$ cat src/gcr_pkg.sv
// Shared types and constants for the GC-content region finder.
package gcr_pkg;

	// Characters that count as GC
	localparam logic [7:0] CHAR_C = 8'h43;
	localparam logic [7:0] CHAR_G = 8'h47;

	// Percent scale of the qualify test
	localparam int GC_SCALE = 100;

	// Field widths
	localparam int PCT_W    = 7;
	localparam int WLEN_W   = 13;
	localparam int COUNT_W  = 13;
	localparam int REGLEN_W = 32;
	localparam int OUT_W    = 32;

	// Window count saturates here
	localparam logic [COUNT_W-1:0] COUNT_MAX = '1;

	// Result queue
	localparam int FIFO_DEPTH = 8;
	localparam int FIFO_PTR_W = 3;
	localparam int FIFO_CNT_W = 4;

	// Configuration register indexes
	typedef enum logic [1:0] {
		REG_MIN_GC     = 2'd0,
		REG_MAX_GC     = 2'd1,
		REG_WIN_LEN    = 2'd2,
		REG_MAX_REGION = 2'd3
	} reg_idx_t;

	// Window stage status handed to the region stage
	typedef struct packed {
		logic valid;
		logic qualify;
		logic last;
	} win_stat_t;

	// One result transaction
	typedef struct packed {
		logic [OUT_W-1:0] region_start;
		logic [OUT_W-1:0] region_length;
		logic             region_valid;
		logic             end_of_sequence;
	} result_t;

endpackage

$ cat src/gcr_ifs.sv


interface gcr_region_if;
	logic        valid;
	logic        ready;
	logic [31:0] region_start;
	logic [31:0] region_length;
	logic        region_valid;
	logic        end_of_sequence;

	modport source (output valid, output region_start, output region_length,
		output region_valid, output end_of_sequence, input ready);
	modport sink (input valid, input region_start, input region_length,
		input region_valid, input end_of_sequence, output ready);
endinterface

$ cat src/gcr_result_fifo.sv
// Result queue: takes up to two results a cycle, hands out one while the receiver is ready.
module gcr_result_fifo (
	input  logic                          clk,
	input  logic                          arst_n,
	input  logic [1:0]                    push_cnt,
	input  gcr_pkg::result_t              push0,
	input  gcr_pkg::result_t              push1,
	output logic [gcr_pkg::FIFO_CNT_W-1:0] count,
	gcr_region_if.source                  regions
);
	import gcr_pkg::*;

	result_t                 mem_q [FIFO_DEPTH];
	logic [FIFO_PTR_W-1:0]   wp_q;
	logic [FIFO_PTR_W-1:0]   rp_q;
	logic [FIFO_CNT_W-1:0]   cnt_q;
	logic                    pop;
	result_t                 head;

	assign pop   = regions.valid && regions.ready;
	assign count = cnt_q;
	assign head  = mem_q[rp_q];

	assign regions.valid           = cnt_q != '0;
	assign regions.region_start    = head.region_start;
	assign regions.region_length   = head.region_length;
	assign regions.region_valid    = head.region_valid;
	assign regions.end_of_sequence = head.end_of_sequence;

	// Storage
	always_ff @(posedge clk) begin
		if (push_cnt != 2'd0) begin
			mem_q[wp_q] <= push0;
		end
		if (push_cnt == 2'd2) begin
			mem_q[wp_q + 1'b1] <= push1;
		end
	end

	// Pointers and occupancy
	always_ff @(posedge clk or negedge arst_n) begin
		if (!arst_n) begin
			wp_q  <= '0;
			rp_q  <= '0;
			cnt_q <= '0;
		end else begin
			wp_q  <= wp_q + FIFO_PTR_W'(push_cnt);
			rp_q  <= rp_q + FIFO_PTR_W'(pop);
			cnt_q <= cnt_q + FIFO_CNT_W'(push_cnt) - FIFO_CNT_W'(pop);
		end
	end

endmodule

$ cat src/flat_wrapper.sv
// flat-port wrapper written by rule: the top's interface ports become plain ports
module gcr_result_fifo_flat import gcr_pkg::*;
  (clk, arst_n, push_cnt, push0, push1, count, regions_valid, regions_region_start, regions_region_length, regions_region_valid, regions_end_of_sequence, regions_ready);
  gcr_region_if regions_i ();
  input  logic clk;
  input  logic arst_n;
  input  logic [1:0] push_cnt;
  input  gcr_pkg::result_t push0;
  input  gcr_pkg::result_t push1;
  output logic [gcr_pkg::FIFO_CNT_W-1:0] count;
  output wire logic [$bits(regions_i.valid)-1:0] regions_valid;
  output wire logic [$bits(regions_i.region_start)-1:0] regions_region_start;
  output wire logic [$bits(regions_i.region_length)-1:0] regions_region_length;
  output wire logic [$bits(regions_i.region_valid)-1:0] regions_region_valid;
  output wire logic [$bits(regions_i.end_of_sequence)-1:0] regions_end_of_sequence;
  input wire logic [$bits(regions_i.ready)-1:0] regions_ready;
  assign regions_valid = regions_i.valid;
  assign regions_region_start = regions_i.region_start;
  assign regions_region_length = regions_i.region_length;
  assign regions_region_valid = regions_i.region_valid;
  assign regions_end_of_sequence = regions_i.end_of_sequence;
  assign regions_i.ready = regions_ready;
  gcr_result_fifo u_core (.clk(clk), .arst_n(arst_n), .push_cnt(push_cnt), .push0(push0), .push1(push1), .count(count), .regions(regions_i));
endmodule
$ cat config.mk
export PLATFORM = sky130hd
export DESIGN_NAME = gcr_result_fifo_flat
export DESIGN_NICKNAME = d
export VERILOG_FILES = /design/src/gcr_pkg.sv /design/src/gcr_ifs.sv /design/src/gcr_result_fifo.sv /design/src/flat_wrapper.sv
export SDC_FILE = /design/constraint.sdc
export NUM_CORES = 1
export LEC_CHECK = 0
export BUFFER_PORTS_ARGS = -buffer_cell sky130_fd_sc_hd__buf_2
export CORE_ASPECT_RATIO = 1.75
export CORE_UTILIZATION = 29
export DETAILED_ROUTE_END_ITERATION = 8
export GPL_TIMING_DRIVEN = 0
export PLACE_DENSITY = 0.5
export SLEW_MARGIN = 20
export SYNTH_ARGS = -nofsm -noshare
export SYNTH_HDL_FRONTEND = slang
export SYNTH_SLANG_ARGS = --single-unit
export TNS_END_PERCENT = 5
$ cat constraint.sdc
create_clock -name clk -period 8.08 [get_ports clk]
set_input_delay 0.404 -clock clk [delete_from_list [all_inputs] [get_ports clk]]
set_output_delay 0.404 -clock clk [all_outputs]
set_load 0.01 [all_outputs]
==> impl_summary.txt <==
----------------------------------------------------
[Power and ir drop]
  Total net switching power ... 3.97 mW
  Peak supply drop ... 165 uV
  Power share of the sequential group ... 0.365
  P_leak ... 10.8 nW
  Power per cell area ... 365 nW/um^2
  Fraction of power consumed by the clock network ... 0.211
  Cell-internal power ... about 7.7 mW
  Combinational fraction of design power ... 0.424
  Power, Total ... 11.7 mW
  Net switching fraction of the power ... 0.339

[Synth]
  Number of unique standard cell types used by synthesis ... 35
  Synth Cell Area ... 26700 sq um
  Warnings, synthesis ... 0
  Post-Synthesis Mean Instance Area ... 18.8 sq um
  Synthesized flop and latch total ... 538
  Number of nets produced by synthesis ... roughly 1.6k
  Number of enable-type register cells in the synthesized netlist ... 528
  Cell count after synthesis ... 1419
  Largest cells by area after synthesis ... sky130_fd_sc_hd__edfxtp_1 (59%), sky130_fd_sc_hd__mux2_2 (24%), sky130_fd_sc_hd__mux4_2 (11%)
  Top FF cell, synth ... sky130_fd_sc_hd__edfxtp_1
  Share of synthesized area occupied by flip-flops and latches ... 0.603
  Fraction of registers with async set or reset after synthesis ... 0.0186
  Largest area contributor in the netlist ... sky130_fd_sc_hd__edfxtp_1
  Top cell type's share of synthesized area ... 0.594

[Clock tree]
  Clock Tree Root ... sky130_fd_sc_hd__clkbuf_16
  Clock latency reported for the late side of the worst-skew pair ... 630 ps
  Maximum level of the CTS H-tree ... 2
  CTS tree ... built
  Post-CTS setup buffers ... 0
  Number of buffers added by the clock tree synthesis step ... 57
  Clock Pin Slew Worst Setup and Hold Paths ... 60 ps
  Total number of clock tree sinks ... 538
  Clock Path Buffers ... 3

[Floorplanning]
  Die span in x ... around 230 um
  Core ar. ... between 90000 and 100000 sq um
  Y dimension of the die ... 403 um
  Starting Density ... 0.294
  Io pins ... 208
  Rows ... 146
  Die Area ... between 90000 and 100000 sq um

[Global routing]
  Number of antenna violations at the first check in global routing ... 37
  GRT Residual Overflow ... 0
  Wire length of the first global-routing pass ... approximately 120000 um
  Largest net degree at the start of global routing ... 16
  Total track usage ... 0.175
  Number of global-route vias before repair ... 16.3k

[STA]
  Final Cycle Share ... 0.512
  Worst Clk Skew ... 11.4 ps
  Max Clock Freq ... 242 MHz
  Final hold violation count ... 0
  Final worst hold slack ... 143 ps
  Final period demand of the worst path ... 4140 ps
  Max_slew headroom ... 0.337
  Slew at the pin with the worst max-slew slack ... 994 ps
  Setup violation total in the final timing report ... 0
  Max-slew violation total from the final report ... 0
  Setup repair after global routing missed its margin ... no

[Place]
  Standard cell area after detailed placement ... 30400 sq um
  IO buf count ... 207
  Final HPWL from detailed placement ... 55400 um
  RePlAce Congestion ... 0.720

[Layout]
  Post-layout net count ... 1879
  Area added between synthesis and finish ... 20.2%
  Final cell area excluding filler cells ... 32100 sq um
  Share of post-route cells with drive strength above 1 ... 0.631
  Core occupancy in the finished layout ... 0.353

[Min path]
  Cell depth of the worst hold path ... 3
  Startpoint of the worst hold path ... regions_ready
  Worst Hold Path EP ... u_core.rp_q[0]
  Hold/Removal Path Class ... primary input to flip-flop

[Setup path]
  RR Endpoint ... u_core.mem_q[0][12]
  Cell with the biggest individual delay on the critical path ... sky130_fd_sc_hd__buf_1
  Type of destination of the critical path ... primary output
  Cell depth of the worst flop-to-flop path ... 11
  Critical Path AT ... 3730 ps
  Chain of cells forming the critical path ... clkbuf_1 -> buf_2 -> buf_1 -> mux4_2 -> mux2_2 -> buf_2
  Most used cell along the critical path ... sky130_fd_sc_hd__buf_2
  Worst Setup Path Type ... flip-flop to primary output
  Maximum single-stage delay on the critical path ... 790 ps
  Critical Path Start Type ... flip-flop
  R2R Path Start ... u_core.wp_q[1]
  Crit path required time ... around 7700 ps
  FF-to-FF setup slack ... between 4000 and 5000 ps
  Max FO, Critical Path ... 10

[Detailed routing]
  Number of detailed-route iterations in the first pass ... 5
  DR vias/cell ... between 4 and 5
  DR vias ... 14.7k
  Iteration-0 DRC Markers ... 908
  Mean routed wirelength per cell ... between 20 and 30 um
  Routed WL ... 80700 um
  Detailed-route DRC error count ... 0
  Remaining number of nets flagged by the antenna check after routing ... 0

[Run status]
  Outcome ... finished, final reports clean

[Run]
  Max-cap violations ... 0

----------------------------------------------------
==> worst max-delay path by stage <==
| stage | start | end | slack [ps] | cells after the start |
|---|---|---|---|---|
| 6_report | u_core.rp_q[1] | regions_region_length[1] | 3940 | 6 |
| 5_1_grt | u_core.rp_q[1] | regions_region_length[1] | 3750 | 6 |
| 4_1_cts | u_core.rp_q[1] | regions_region_start[8] | 3770 | 6 |
| 3_5_place_dp | u_core.wp_q[1] | u_core.mem_q[0][12] | 4330 | 11 |
| 3_3_place_gp | push_cnt[0] | u_core.mem_q[1][12] | -4690 | 3 |
| 2_1_floorplan | u_core.wp_q[0] | u_core.mem_q[0][0] | 1960 | 2 |
==> power by group through the flow <==
stage	Sequential, mW	Clock [mW]	Combinational, mW
after floorplan	4.43	0	2.76
after global placement	4.71	0	4.49
after detailed placement	4.35	0	5.13
after CTS	4.29	2.54	5.15
after global routing	4.34	2.63	5.31
final	4.28	2.47	4.97
==> stage by stage <==
| stage | worst slack [ps] | TNS [ps] | std cells |
|---|---|---|---|
| 6_report | 3940 | 0 | 2968 |
| 4_1_cts | 3770 | 0 | 2961 |
| 2_1_floorplan | 1960 | 0 | 1419 |
| 3_5_place_dp | 4330 | 0 | 2856 |
| 5_1_grt | 3750 | 0 | 2961 |
| 3_3_place_gp | -4690 | -1857710 | 2810 |
==> kinds of logic (layout without fill, tap and decap cells) <==
logic type      count (synthesis)  count (layout)  share of synthesized area
xor+xnor                        7               7                    0.00286
flops                         538             538                      0.603
buf+inv                       105             463                     0.0188
other cells                     0               7                          0
compound gates                 12              12                    0.00272
mux                           727             727                      0.362
simple gates                   20              20                    0.00441
fa+ha+maj                      10              10                    0.00525
==> worst max-delay path: cells and delay by family (launching register included) <==
family	cells	cell delay (ps)
multiplexers	2	760
flip-flops	1	350
buffers and inverters	4	1990
==> sequential cells by signal, indices dropped and copies added, names as in the netlist <==
name / flops
u_core.count: 4
u_core.wp_q: 3
u_core.mem_q: 528
u_core.rp_q: 3
==> layout by cell type, fill, tap and decap left out, types with 2 or more instances in the layout <==
| cell | count |
|---|---|
| sky130_fd_sc_hd__mux2_2 | 580 |
| sky130_fd_sc_hd__edfxtp_1 | 528 |
| sky130_fd_sc_hd__buf_2 | 273 |
| sky130_fd_sc_hd__mux4_2 | 132 |
| sky130_fd_sc_hd__clkbuf_16 | 59 |
| sky130_fd_sc_hd__clkbuf_1 | 32 |
| sky130_fd_sc_hd__buf_16 | 30 |
| sky130_fd_sc_hd__clkinv_1 | 21 |
| sky130_fd_sc_hd__mux2_1 | 14 |
| sky130_fd_sc_hd__inv_1 | 11 |
| sky130_fd_sc_hd__buf_8 | 11 |
| sky130_fd_sc_hd__dfrtp_1 | 10 |
| sky130_fd_sc_hd__ha_1 | 8 |
| sky130_fd_sc_hd__diode_2 | 7 |
| sky130_fd_sc_hd__nand2_1 | 7 |
| sky130_fd_sc_hd__buf_4 | 7 |
| sky130_fd_sc_hd__clkinv_2 | 7 |
| sky130_fd_sc_hd__buf_6 | 5 |
| sky130_fd_sc_hd__o21ai_4 | 4 |
| sky130_fd_sc_hd__buf_1 | 3 |
| sky130_fd_sc_hd__nor2_1 | 3 |
| sky130_fd_sc_hd__xnor2_1 | 3 |
| sky130_fd_sc_hd__xor2_1 | 2 |
| sky130_fd_sc_hd__o31ai_4 | 2 |
| sky130_fd_sc_hd__o22ai_4 | 2 |
| sky130_fd_sc_hd__fa_1 | 2 |
==> routing by layer <==
layer	global-route usage	wire, um	vias to the layer above
met5	0	200	-
met3	0.0365	3970	146
li1	-	-	6481
met1	0.203	31400	7721
met4	0.0448	1900	34
met2	0.321	43200	344
==> Yosys cell counts, types with 2 or more instances <==
cell	count
sky130_fd_sc_hd__buf_1	3
sky130_fd_sc_hd__buf_2	66
sky130_fd_sc_hd__buf_4	7
sky130_fd_sc_hd__clkbuf_1	18
sky130_fd_sc_hd__dfrtp_1	10
sky130_fd_sc_hd__edfxtp_1	528
sky130_fd_sc_hd__fa_1	2
sky130_fd_sc_hd__ha_1	8
sky130_fd_sc_hd__inv_1	11
sky130_fd_sc_hd__mux2_1	14
sky130_fd_sc_hd__mux2_2	580
sky130_fd_sc_hd__mux4_2	132
sky130_fd_sc_hd__nand2_1	7
sky130_fd_sc_hd__nor2_1	3
sky130_fd_sc_hd__o21ai_0	5
sky130_fd_sc_hd__o22ai_1	2
sky130_fd_sc_hd__o31ai_1	2
sky130_fd_sc_hd__xnor2_1	3
sky130_fd_sc_hd__xor2_1	2
==> timing repair <==
action	in CTS	in global routing
hold buffers	1	0
hold endpoints to repair	10	0
resized for setup	0	0
==> area by class of cell <==
type                            instances  area (sq um)
Buffer                                 94           462
Sequential cell                       538         16100
Inverter                               11          41.3
Tap cell                             1184          1480
Multi-Input combinational cell        776         10200
Clock inverter                         31           160
Antenna cell                            7          17.5
Clock buffer                           73          1530
Timing Repair Buffer                  254          2090
Fill cell                            8642         58700
No activity file was read; power rests on OpenSTA's default activity.
